File: src/urgd_pkg.sv
package urgd_pkg;

  // Horizon limit and derived counter widths
  localparam int MAX_STEPS = 255;
  localparam int STEP_W    = $clog2(MAX_STEPS + 1);
  localparam int CNT_W     = (STEP_W > 8) ? STEP_W : 8;

  // Rollout heading accumulator modulus (1/655360 turn)
  localparam int ROLL_TURN = 655360;

  // CORDIC: two iterations per clock
  localparam int CORDIC_ITERS = 24;
  localparam int CORD_PAIRS   = CORDIC_ITERS / 2;
  localparam int PAIR_W       = $clog2(CORD_PAIRS);
  localparam logic signed [33:0] CORDIC_GAIN = 34'sd652032874;

  // Square root: one result bit per clock
  localparam int SQRT_ITERS = 32;
  localparam int ITER_W     = 5;

  // Reciprocals of 5 for the divide-by-ten steps
  localparam logic [20:0] RECIP5_ANG  = 21'd1677722;   // ceil(2^23 / 5)
  localparam logic [24:0] RECIP5_STEP = 25'd26843546;  // ceil(2^27 / 5)

  // Configuration register indexes
  localparam int CFG_IDX_W = 3;
  localparam logic [CFG_IDX_W-1:0] REG_ORIGIN_X = 3'd0;
  localparam logic [CFG_IDX_W-1:0] REG_ORIGIN_Y = 3'd1;
  localparam logic [CFG_IDX_W-1:0] REG_HEADING  = 3'd2;
  localparam logic [CFG_IDX_W-1:0] REG_GOAL_X   = 3'd3;
  localparam logic [CFG_IDX_W-1:0] REG_GOAL_Y   = 3'd4;

  // Controller states
  typedef enum logic [4:0] {
    S_IDLE, S_ANG_MUL, S_ANG_SET, S_CORD, S_STEP_MUL, S_STEP_DIV, S_STEP_ACC,
    S_HEAD, S_HCORD, S_ROT_A, S_ROT_B, S_ROT_C, S_SQ_A, S_SQ_B, S_SQ_C,
    S_SQRT, S_DONE
  } state_t;

  // Datapath operations
  typedef enum logic [4:0] {
    OP_NONE, OP_LOAD, OP_ANG_MUL, OP_ANG_SET, OP_CORD, OP_STEP_MUL, OP_STEP_DIV,
    OP_STEP_ACC, OP_HEAD, OP_ROT_A, OP_ROT_B, OP_ROT_C, OP_SQ_A, OP_SQ_B,
    OP_SQ_C, OP_SQRT, OP_FINISH
  } dp_op_t;

  typedef struct packed {
    dp_op_t            op;
    logic [PAIR_W-1:0] pair;
  } dp_cmd_t;

  typedef struct packed {
    logic steps_zero;
  } dp_stat_t;

  // CORDIC arctangent table, 2^32 per turn
  function automatic logic [31:0] atan_lut(input logic [4:0] i);
    logic [31:0] a;
    case (i)
      5'd0:  a = 32'h20000000;
      5'd1:  a = 32'h12E4051E;
      5'd2:  a = 32'h09FB385B;
      5'd3:  a = 32'h051111D4;
      5'd4:  a = 32'h028B0D43;
      5'd5:  a = 32'h0145D7E1;
      5'd6:  a = 32'h00A2F61E;
      5'd7:  a = 32'h00517C55;
      5'd8:  a = 32'h0028BE53;
      5'd9:  a = 32'h00145F2F;
      5'd10: a = 32'h000A2F98;
      5'd11: a = 32'h000517CC;
      5'd12: a = 32'h00028BE6;
      5'd13: a = 32'h000145F3;
      5'd14: a = 32'h0000A2FA;
      5'd15: a = 32'h0000517D;
      5'd16: a = 32'h000028BE;
      5'd17: a = 32'h0000145F;
      5'd18: a = 32'h00000A30;
      5'd19: a = 32'h00000518;
      5'd20: a = 32'h0000028C;
      5'd21: a = 32'h00000146;
      5'd22: a = 32'h000000A3;
      5'd23: a = 32'h00000051;
      default: a = 32'h0;
    endcase
    return a;
  endfunction

  // round(65536*r / 10) for the remainder r of acc / 5
  function automatic logic [14:0] ang_frac(input logic [2:0] r);
    logic [14:0] f;
    case (r)
      3'd1: f = 15'd6554;
      3'd2: f = 15'd13107;
      3'd3: f = 15'd19661;
      3'd4: f = 15'd26214;
      default: f = 15'd0;
    endcase
    return f;
  endfunction

endpackage

File: src/urgd_ctrl.sv
module urgd_ctrl (
  input  logic               clk,
  input  logic               rst,
  input  logic               start,
  output logic               busy,
  output urgd_pkg::dp_cmd_t  cmd,
  input  urgd_pkg::dp_stat_t stat
);
  import urgd_pkg::*;

  state_t state, state_next;
  logic [ITER_W-1:0] cnt, cnt_next;
  logic loop_last;

  // End of the current iteration loop
  assign loop_last = (state == S_SQRT) ? (cnt == ITER_W'(SQRT_ITERS - 1))
                                       : (cnt == ITER_W'(CORD_PAIRS - 1));

  always_ff @(posedge clk) begin
    if (rst) begin
      state <= S_IDLE;
      cnt   <= '0;
    end else begin
      state <= state_next;
      cnt   <= cnt_next;
    end
  end

  // Iteration counter
  always_comb begin
    if ((state == S_CORD || state == S_HCORD || state == S_SQRT) && !loop_last)
      cnt_next = cnt + 1'b1;
    else
      cnt_next = '0;
  end

  // Next state
  always_comb begin
    state_next = state;
    unique case (state)
      S_IDLE:     if (start) state_next = S_ANG_MUL;
      S_ANG_MUL:  state_next = stat.steps_zero ? S_HEAD : S_ANG_SET;
      S_ANG_SET:  state_next = S_CORD;
      S_CORD:     if (loop_last) state_next = S_STEP_MUL;
      S_STEP_MUL: state_next = S_STEP_DIV;
      S_STEP_DIV: state_next = S_STEP_ACC;
      S_STEP_ACC: state_next = S_ANG_MUL;
      S_HEAD:     state_next = S_HCORD;
      S_HCORD:    if (loop_last) state_next = S_ROT_A;
      S_ROT_A:    state_next = S_ROT_B;
      S_ROT_B:    state_next = S_ROT_C;
      S_ROT_C:    state_next = S_SQ_A;
      S_SQ_A:     state_next = S_SQ_B;
      S_SQ_B:     state_next = S_SQ_C;
      S_SQ_C:     state_next = S_SQRT;
      S_SQRT:     if (loop_last) state_next = S_DONE;
      S_DONE:     state_next = S_IDLE;
      default:    state_next = S_IDLE;
    endcase
  end

  // Commands to the datapath
  always_comb begin
    busy     = (state != S_IDLE);
    cmd.pair = cnt[PAIR_W-1:0];
    unique case (state)
      S_IDLE:     cmd.op = start ? OP_LOAD : OP_NONE;
      S_ANG_MUL:  cmd.op = OP_ANG_MUL;
      S_ANG_SET:  cmd.op = OP_ANG_SET;
      S_CORD:     cmd.op = OP_CORD;
      S_STEP_MUL: cmd.op = OP_STEP_MUL;
      S_STEP_DIV: cmd.op = OP_STEP_DIV;
      S_STEP_ACC: cmd.op = OP_STEP_ACC;
      S_HEAD:     cmd.op = OP_HEAD;
      S_HCORD:    cmd.op = OP_CORD;
      S_ROT_A:    cmd.op = OP_ROT_A;
      S_ROT_B:    cmd.op = OP_ROT_B;
      S_ROT_C:    cmd.op = OP_ROT_C;
      S_SQ_A:     cmd.op = OP_SQ_A;
      S_SQ_B:     cmd.op = OP_SQ_B;
      S_SQ_C:     cmd.op = OP_SQ_C;
      S_SQRT:     cmd.op = OP_SQRT;
      S_DONE:     cmd.op = OP_FINISH;
      default:    cmd.op = OP_NONE;
    endcase
  end

  a_reset_idle: assert property (@(posedge clk) rst |=> (state == S_IDLE))
    else $error("controller not idle after reset");
  a_accept: assert property (@(posedge clk) disable iff (rst)
    (start && !busy) |=> (state == S_ANG_MUL))
    else $error("accepted transaction did not start rollout");
  a_cord_cnt: assert property (@(posedge clk) disable iff (rst)
    (state == S_CORD || state == S_HCORD) |-> (cnt < ITER_W'(CORD_PAIRS)))
    else $error("CORDIC counter out of range");
  a_done_idle: assert property (@(posedge clk) disable iff (rst)
    (state == S_DONE) |=> (state == S_IDLE))
    else $error("controller did not return to idle after finish");

endmodule

File: config.mk
export PLATFORM = sky130hd
export DESIGN_NAME = urgd_ctrl
export DESIGN_NICKNAME = d
export VERILOG_FILES = /design/src/urgd_pkg.sv /design/src/urgd_ctrl.sv
export SDC_FILE = /design/constraint.sdc
export NUM_CORES = 1
export LEC_CHECK = 0
export ABC_AREA = 1
export BUFFER_PORTS_ARGS = -buffer_cell sky130_fd_sc_hd__buf_2
export CELL_PAD_IN_SITES_DETAIL_PLACEMENT = 1
export CELL_PAD_IN_SITES_GLOBAL_PLACEMENT = 1
export CORE_UTILIZATION = 34
export DETAILED_ROUTE_END_ITERATION = 16
export GPL_TIMING_DRIVEN = 0
export MAX_ROUTING_LAYER = met4
export PLACE_DENSITY = 0.8
export SKIP_CTS_REPAIR_TIMING = 1
export SLEW_MARGIN = 10
export SYNTH_ARGS = -nofsm -noshare
export SYNTH_HDL_FRONTEND = slang
export SYNTH_SLANG_ARGS = --single-unit
File: constraint.sdc
create_clock -name clk -period 1.3 [get_ports clk]
set_input_delay 0.13 -clock clk [delete_from_list [all_inputs] [get_ports clk]]
set_output_delay 0.13 -clock clk [all_outputs]
set_load 0.005 [all_outputs]
==> flow_metrics.env, run 1 <==
export IMPL_ioPinCount=14
export IMPL_layout_common_cells="buf_4, nand3_1, buf_2"
export IMPL_synth_cell_types=28
export IMPL_row_count=16
export IMPL_period_minus_slack_ns=1.62
export IMPL_nets=156
export IMPL_path_cells="buf_8 > clkinvlp_4 > nor2_4 > nand2_2 > nand2_2 > a31oi_1 > nand3_1 > buf_2"
export IMPL_rsz0062_at_grt="true"
export IMPL_grt_pass1_vias=729
export IMPL_n_antenna_cell=0
export IMPL_end_kind="output pin"
export IMPL_timing_hold_violations_final=0
export IMPL_ys_warn_count=0
export IMPL_yosys_area_top_type_share_pct=25.9
export IMPL_power_per_cell_area_nw_per_um2=1970
export IMPL_grt_usage_pct=18.3
export IMPL_gp_congestion=0.909
export IMPL_cp_slowest_stage_delay_ns=0.32
export IMPL_wirelength_um=3190
export IMPL_final_setup_worst_slack_ns=-0.318
export IMPL_yosysTopAreaCell="dfxtp_1"
export IMPL_grt_ovfl_total=0
export IMPL_worst_ep_arrival_time_ns=1.49
export IMPL_layout_commonest_cell="buf_4"
export IMPL_synth_avg_cell_area_um2=6.66
export IMPL_coreArea_um2=2040
export IMPL_status="finished with violations"
export IMPL_dieHeight_um=49.7
export IMPL_holdWs_ns=0.0769
export IMPL_antenna_found_initial=0
export IMPL_leakagePower_nw=0.587
export IMPL_crit_path_frequent_cell="nand2_2"
export IMPL_wl_per_cell_um=18.0
export IMPL_drive_gt1_share_pct=58.0
export IMPL_worst_path_max_delay_cell="dfxtp_2"
export IMPL_place_hpwl_um=1560
export IMPL_clkLatencyLatePin_ns=0.26
export IMPL_seq_area_frac_synth_pct=25.9
export IMPL_die_w_um=49.7
export IMPL_clkTransAtPathRegs_ns=0.07
export IMPL_antenna_left=0
export IMPL_worstSetupPathType="reg2out"
export IMPL_syn_nets=121
export IMPL_io_buffers=13
export IMPL_start_util_pct=37.8
export IMPL_vdd_ir_drop_worst_uv=1020
export IMPL_setup_viol=16
export IMPL_max_freq_ghz=0.618
export IMPL_syn_to_final_growth_pct=59.8
export IMPL_fin_worst_skew_ns=0.00797
export IMPL_die_area_um2=2470
export IMPL_netlist_instances=116
export IMPL_violations="negative setup slack"
export IMPL_grt_max_degree=11
export IMPL_first_iter_violations=25
export IMPL_finalCritPeriodShare_pct=124
export IMPL_clock_path_buffers=2
export IMPL_min_path_type="in2reg"
export IMPL_worst_pin_slew_ns=0.340
export IMPL_maxCapViolations=0
export IMPL_grt_pass1_wl_um=3370
export IMPL_cts_sinks=10
export IMPL_cts_tree="done"
export IMPL_crit_family="buffers and inverters"
export IMPL_num_fill_cells=268
export IMPL_cts_root_buf="clkbuf_4"
export IMPL_post_route_drc_count=0
export IMPL_synth_area_um2=772
export IMPL_vias_per_cell=5.53
export IMPL_tns_ns=-2.97
export IMPL_numCtsBuffers=3
export IMPL_synth_seq_cells=10
export IMPL_maxSlewHeadroom_pct=77.2
export IMPL_drt_pass1_iter_count=4
export IMPL_ys_top_cells_by_area="dfxtp_1, nand3_1, nand2_1, nor2_1, inv_1"
export IMPL_slew_viol_final=0
export IMPL_worst_path_max_fanout=8
export IMPL_ctsHtreeMaxLevel=1
export IMPL_cp_required_ns=1.17
export IMPL_start_kind="flip-flop"
export IMPL_vias=978
export IMPL_path_buf_inv=3
-- stage by stage --
| step | setup WS [ns] | total power (W) | utilization, % | instances | cell area, um^2 |
|---|---|---|---|---|---|
| after floorplan | 0.0603 | 0.00115 | - | 116 | 772 |
| after global placement | -0.101 | 0.00141 | 42.6 | 156 | 871 |
| after detailed placement | -0.115 | 0.00144 | 42.6 | 156 | 871 |
| after CTS | -0.403 | 0.00172 | 44.4 | 160 | 907 |
| after global routing | -0.397 | 0.00256 | 60.4 | 177 | 1230 |
| final | -0.318 | 0.00243 | 60.4 | 177 | 1230 |
-- report_power, final --
group | total [W] | leakage (nW) | internal (W) | switching, W
registers | 0.000420 | 0.0835 | 0.000369 | 0.0000508
clock network | 0.000275 | 0.0210 | 0.000170 | 0.000106
logic | 0.00173 | 0.482 | 0.000732 | 0.000998
total | 0.00243 | 0.587 | 0.00127 | 0.00115
-- final timing paths --
check                                            from                     to  slack, ns  cells past startpoint
worst max-delay path            state[1]$_SDFFE_PP0P_                 cmd[5]      -0.32                      8
worst min-delay path                              rst  state[2]$_SDFFE_PP0P_       0.08                      2
worst max register to register  state[4]$_SDFFE_PP0P_  state[1]$_SDFFE_PP0P_      -0.30                      7
worst min register to register      cnt[0]$_SDFF_PP0_      cnt[0]$_SDFF_PP0_       0.54                      1
-- worst reg2reg max path: stages (launching register included) --
cell and delay [ns]:
dfxtp_4 0.38, inv_1 0.16, buf_6 0.17, nand4_1 0.30, nand2_4 0.25, nand2_4 0.07, nand2_1 0.11, nor2_1 0.06
-- layer usage --
metal	part of all wire [%]	global-route usage, %	wire (um)	up-vias
met2	47	26.1	1500	43
li1	-	-	-	446
met1	44	24.3	1410	479
met3	5.5	6.79	175	10
met5	0	-	0	-
met4	2.9	4.29	93	0
-- cell usage after synthesis --
cell and count:
nand3_1 21, nand2_1 19, nor2_1 18, inv_1 12
dfxtp_1 10, buf_4 4, buf_6 3, nand2_2 3
nand4_1 3, nand2_4 2, nor3_1 2, o211ai_1 2
xor2_1 2, a21oi_1 1, a31oi_1 1, buf_2 1
ha_1 1, inv_2 1, nand3_2 1, nor2_2 1
nor2_4 1, nor3_2 1, nor4_1 1, o2111ai_1 1
o21a_1 1, o221ai_1 1, or2_2 1, xnor2_1 1
-- flip-flops by register name (all words and copies together) (netlist names) --
name	flops
state	5
cnt	5
-- cell type report --
| class | instances | area, um^2 | share of cell area [%] |
|---|---|---|---|
| sequential | 10 | 210 | 17.0 |
| tap | 27 | 33.8 | 2.74 |
| inverter | 13 | 55.1 | 4.46 |
| timing repair buffer | 30 | 211 | 17.1 |
| multi-input combinational | 85 | 608 | 49.3 |
| buffer | 8 | 78.8 | 6.39 |
| clock buffer | 4 | 36.3 | 2.94 |
-- logic make-up (layout without fill, tap and decap cells) --
group | Yosys count | in the layout | share of synthesized area [%]
DFF | 10 | 10 | 25.9
AOI/OAI and AO/OA | 7 | 7 | 6.65
xor gates and xnor gates | 3 | 3 | 3.40
buffers and inverters | 21 | 55 | 15.2
and+or+nand+nor | 74 | 74 | 47.2
adders and majority gates | 1 | 1 | 1.62
No activity file was read; power rests on OpenSTA's default activity.
==> inputs of run 2 (changes only) <==
--- a/config.mk
+++ b/config.mk
@@ -7,7 +7,7 @@
 export LEC_CHECK = 0
 export ABC_AREA = 1
 export BUFFER_PORTS_ARGS = -buffer_cell sky130_fd_sc_hd__buf_2
-export CELL_PAD_IN_SITES_DETAIL_PLACEMENT = 1
+export CELL_PAD_IN_SITES_DETAIL_PLACEMENT = 0
 export CELL_PAD_IN_SITES_GLOBAL_PLACEMENT = 1
 export CORE_UTILIZATION = 34
 export DETAILED_ROUTE_END_ITERATION = 16
==> flow_metrics.env, run 2 (synthesized netlist as in run 1, its figures left out) <==
export IMPL_status="finished with violations"
export IMPL_violations="negative setup slack"
export IMPL_cp_required_ns=1.17
export IMPL_first_iter_violations=52
export IMPL_power_share_sequential_pct=20.9
export IMPL_ioPinCount=14
export IMPL_ctsHtreeMaxLevel=1
export IMPL_worst_path_max_delay_cell="dfxtp_2"
export IMPL_postPlaceCellArea_um2=871
export IMPL_final_cells=171
export IMPL_row_count=16
export IMPL_drt_pass1_iter_count=4
export IMPL_post_route_drc_count=0
export IMPL_intPower_w=0.00108
export IMPL_cts_root_buf="clkbuf_4"
export IMPL_preCtsSetupSlack_ns=-0.0762
export IMPL_worst_pin_slew_ns=0.270
export IMPL_fin_worst_skew_ns=0.00497
export IMPL_final_cell_area_um2=1120
export IMPL_vdd_ir_drop_worst_uv=770
export IMPL_worst_ep_arrival_time_ns=1.41
export IMPL_place_hpwl_um=1280
export IMPL_maxCapViolations=0
export IMPL_rsz0062_at_grt="true"
export IMPL_die_area_um2=2470
export IMPL_wl_per_cell_um=12.3
export IMPL_power_switching_w=0.000936
export IMPL_clkLatencyLatePin_ns=0.26
export IMPL_clkTransAtPathRegs_ns=0.06
export IMPL_worstSetupPathType="reg2out"
export IMPL_period_minus_slack_ns=1.54
export IMPL_num_fill_cells=199
export IMPL_nets=151
export IMPL_power_frac_clock_pct=9.9
export IMPL_grt_max_degree=11
export IMPL_vias_per_cell=5.30
export IMPL_leakagePower_nw=0.547
export IMPL_vias=906
export IMPL_io_buffers=13
export IMPL_grt_pass1_wl_um=2750
export IMPL_syn_to_final_growth_pct=44.6
export IMPL_wirelength_um=2110
export IMPL_placed_cells=156
export IMPL_finalPower_w=0.00202
export IMPL_start_util_pct=37.8
export IMPL_grt_ovfl_total=0
export IMPL_tns_ns=-1.25
export IMPL_layout_common_cells="nand2_1, nand3_1, nor2_1, buf_2, buf_4"
export IMPL_maxSlewHeadroom_pct=81.9
export IMPL_path_cells="buf_6 > nor2_4 > nand3_2 > o21a_1 > o2111ai_1 > buf_2"
export IMPL_cp_slowest_stage_delay_ns=0.32
export IMPL_die_w_um=49.7
export IMPL_gp_congestion=0.909
export IMPL_top_regs="cnt x5, state x5"
export IMPL_worst_path_max_fanout=5
export IMPL_min_path_type="in2reg"
export IMPL_coreArea_um2=2040
export IMPL_grt_pass1_vias=621
export IMPL_drive_gt1_share_pct=50.7
export IMPL_setup_viol=10
export IMPL_end_kind="output pin"
export IMPL_finalCritPeriodShare_pct=118
export IMPL_slew_viol_final=0
export IMPL_max_freq_ghz=0.650
export IMPL_timing_hold_violations_final=0
export IMPL_start_kind="flip-flop"
export IMPL_cts_sinks=10
export IMPL_clock_path_buffers=2
export IMPL_grt_usage_pct=14.5
export IMPL_pwr_share_comb_pct=69.1
export IMPL_dieHeight_um=49.7
export IMPL_antenna_found_initial=0
export IMPL_cts_tree="done"
export IMPL_numCtsBuffers=3
export IMPL_antenna_left=0
export IMPL_final_setup_worst_slack_ns=-0.237
export IMPL_n_antenna_cell=0
export IMPL_power_per_cell_area_nw_per_um2=1810
export IMPL_switching_share_pct=46.4
run 2: critical path, delay by kind of cell, from the launching register on:
family          cells  cell delay [ns]
flops               1             0.32
simple gates        2             0.30
buf+inv             2             0.27
compound gates      2             0.27
run 2: power groups by stage:
stage               Clock, W  Combinational (W)  Sequential (W)
detailed placement         0           0.000989        0.000407
CTS                 0.000211           0.000993        0.000401
floorplan                  0           0.000754        0.000401
global route        0.000231            0.00151        0.000429
global placement           0           0.000997        0.000408
finish              0.000200            0.00139        0.000422
run 2: final timing paths:
check | from | endpoint | slack [ns] | cells after the start
setup / recovery | state[3]$_SDFFE_PP0P_ | cmd[4] | -0.24 | 6
hold / removal | rst | state[2]$_SDFFE_PP0P_ | 0.07 | 2
setup reg to reg | state[1]$_SDFFE_PP0P_ | state[3]$_SDFFE_PP0P_ | -0.12 | 10
hold reg to reg | cnt[0]$_SDFF_PP0_ | cnt[0]$_SDFF_PP0_ | 0.48 | 1
run 2: cell type report:
cell class | count | area (um^2) | share of cell area, %
Sequential cell | 10 | 210 | 18.8
Inverter | 13 | 53.8 | 4.82
Timing Repair Buffer | 25 | 160 | 14.3
Buffer | 8 | 78.8 | 7.06
Tap cell | 27 | 33.8 | 3.03
Multi-Input combinational cell | 85 | 557 | 49.9
Clock buffer | 3 | 22.5 | 2.02
run 2: routing by layer:
layer	part of all wire, %	up-vias	global-route usage (%)
met5	0	-	-
li1	-	434	-
met1	42	420	20.1
met3	8.5	6	4.94
met2	48	46	20.5
met4	2.1	0	2.38
run 2: metrics by stage:
step / hold WS [ns] / util [%]
finish: 0.0717 / 54.7
global route: 0.0547 / 54.7
CTS: 0.0552 / 43.8
detailed placement: 0.333 / 42.6
global placement: 0.317 / 42.6
floorplan: 0.199 / -
==> inputs of run 3 (changes only) <==
==> config.mk (replaced) <==
export PLATFORM = sky130hd
export DESIGN_NAME = urgd_ctrl
export DESIGN_NICKNAME = d
export VERILOG_FILES = /design/src/urgd_pkg.sv /design/src/urgd_ctrl.sv
export SDC_FILE = /design/constraint.sdc
export NUM_CORES = 1
export LEC_CHECK = 0
export ABC_AREA = 1
export BUFFER_PORTS_ARGS = -buffer_cell sky130_fd_sc_hd__buf_4
export CELL_PAD_IN_SITES_DETAIL_PLACEMENT = 0
export CELL_PAD_IN_SITES_GLOBAL_PLACEMENT = 1
export CORE_UTILIZATION = 36
export CTS_BUF_LIST = sky130_fd_sc_hd__clkbuf_8
export DETAILED_ROUTE_END_ITERATION = 16
export GPL_TIMING_DRIVEN = 0
export MAX_ROUTING_LAYER = met4
export PLACE_DENSITY = 0.84
export SKIP_CTS_REPAIR_TIMING = 1
export SYNTH_ARGS = -nofsm -noshare
export SYNTH_HDL_FRONTEND = slang
export SYNTH_SLANG_ARGS = --single-unit
==> flow_metrics.env, run 3 (synthesized netlist as in run 1, its figures left out) <==
export IMPL_worstSetupPathType="reg2out"
export IMPL_clock_path_buffers=2
export IMPL_min_path_type="in2reg"
export IMPL_vias_per_cell=5.15
export IMPL_grt_usage_pct=16.8
export IMPL_worst_ep_arrival_time_ns=1.40
export IMPL_cts_tree="done"
export IMPL_ioPinCount=14
export IMPL_cp_required_ns=1.17
export IMPL_place_hpwl_um=1340
export IMPL_wirelength_um=2150
export IMPL_die_area_um2=2330
export IMPL_cts_sinks=10
export IMPL_dieHeight_um=48.3
export IMPL_start_util_pct=39.0
export IMPL_grt_max_degree=11
export IMPL_rsz0062_at_grt="true"
export IMPL_power_per_cell_area_nw_per_um2=1860
export IMPL_period_minus_slack_ns=1.53
export IMPL_drive_gt1_share_pct=47.3
export IMPL_placed_cells=156
export IMPL_finalCritPeriodShare_pct=118
export IMPL_setup_viol=15
export IMPL_antenna_found_initial=0
export IMPL_maxSlewHeadroom_pct=83.3
export IMPL_post_route_drc_count=0
export IMPL_coreArea_um2=1980
export IMPL_final_cells=175
export IMPL_end_kind="output pin"
export IMPL_worst_pin_slew_ns=0.249
export IMPL_worst_path_max_fanout=8
export IMPL_vias=902
export IMPL_row_count=16
export IMPL_fin_util_pct=59.2
export IMPL_grt_ovfl_total=0
export IMPL_maxCapViolations=0
export IMPL_die_w_um=48.3
export IMPL_syn_to_final_growth_pct=51.9
export IMPL_n_antenna_cell=0
export IMPL_clkLatencyLatePin_ns=0.23
export IMPL_drt_pass1_iter_count=4
export IMPL_max_freq_ghz=0.652
export IMPL_io_buffers=13
export IMPL_tns_ns=-2.58
export IMPL_fin_worst_skew_ns=0.000888
export IMPL_layout_common_cells="buf_4, nand3_1, nand2_1"
export IMPL_wl_per_cell_um=12.3
export IMPL_first_iter_violations=35
export IMPL_gp_congestion=0.833
export IMPL_slew_viol_final=0
export IMPL_antenna_left=0
export IMPL_final_setup_worst_slack_ns=-0.235
export IMPL_nets=155
export IMPL_numCtsBuffers=3
export IMPL_violations="negative setup slack"
export IMPL_clkTransAtPathRegs_ns=0.05
export IMPL_postPlaceCellArea_um2=903
export IMPL_layout_commonest_cell="buf_4"
export IMPL_grt_pass1_vias=742
export IMPL_ctsHtreeMaxLevel=1
export IMPL_grt_pass1_wl_um=3020
export IMPL_vdd_ir_drop_worst_uv=1030
export IMPL_leakagePower_nw=0.565
export IMPL_top_regs="cnt x5, state x5"
export IMPL_status="finished with violations"
export IMPL_cts_root_buf="clkbuf_8"
export IMPL_timing_hold_violations_final=0
export IMPL_start_kind="flip-flop"
export IMPL_finalPower_w=0.00218
export IMPL_final_cell_area_um2=1170
export IMPL_num_fill_cells=188
run 3: metrics by stage:
| stage | worst slack [ns] | hold slack [ns] |
|---|---|---|
| 2_1_floorplan | 0.0603 | 0.199 |
| 3_3_place_gp | -0.108 | 0.309 |
| 3_5_place_dp | -0.133 | 0.307 |
| 4_1_cts | -0.372 | 0.0598 |
| 5_1_grt | -0.324 | 0.0535 |
| 6_report | -0.235 | 0.0615 |
run 3: final cells by class:
class / instances / area (um^2) / area share, %
Multi-Input combinational cell: 85 / 534 / 45.6
Timing Repair Buffer: 29 / 218 / 18.6
Sequential cell: 10 / 210 / 17.9
Buffer: 8 / 78.8 / 6.72
Inverter: 13 / 56.3 / 4.80
Clock buffer: 3 / 41.3 / 3.52
Tap cell: 27 / 33.8 / 2.88
run 3: path summary, 6_finish.rpt:
| check | slack, ns | endpoint | cells past startpoint | start |
|---|---|---|---|---|
| worst max-delay path | -0.23 | cmd[6] | 9 | state[1]$_SDFFE_PP0P_ |
| worst max register to register | -0.21 | state[1]$_SDFFE_PP0P_ | 11 | state[1]$_SDFFE_PP0P_ |
| worst min-delay path | 0.06 | state[2]$_SDFFE_PP0P_ | 2 | rst |
| worst min register to register | 0.47 | cnt[0]$_SDFF_PP0_ | 1 | cnt[0]$_SDFF_PP0_ |
run 3: worst max-delay path, cell delays in order, from the launching register on:
cell     delay, ns
dfxtp_2       0.32
buf_6         0.14
buf_4         0.13
nand2_4       0.05
nor2_4        0.17
nand2_2       0.08
nand2_1       0.07
nor2_1        0.04
nand3_1       0.06
buf_4         0.11
run 3: report_power, final:
group          leakage (nW)  internal, W  switching [W]
clock network        0.0216     0.000202       0.000112
logic                 0.460     0.000682       0.000766
registers            0.0837     0.000369      0.0000504
run 3: per-layer routing:
metal | wire, um | up-vias | global-route usage (%)
li1 | - | 447 | -
met5 | 0 | - | -
met1 | 885 | 423 | 22.0
met2 | 1140 | 30 | 24.4
met3 | 115 | 2 | 2.20
met4 | 13 | 0 | 10.8
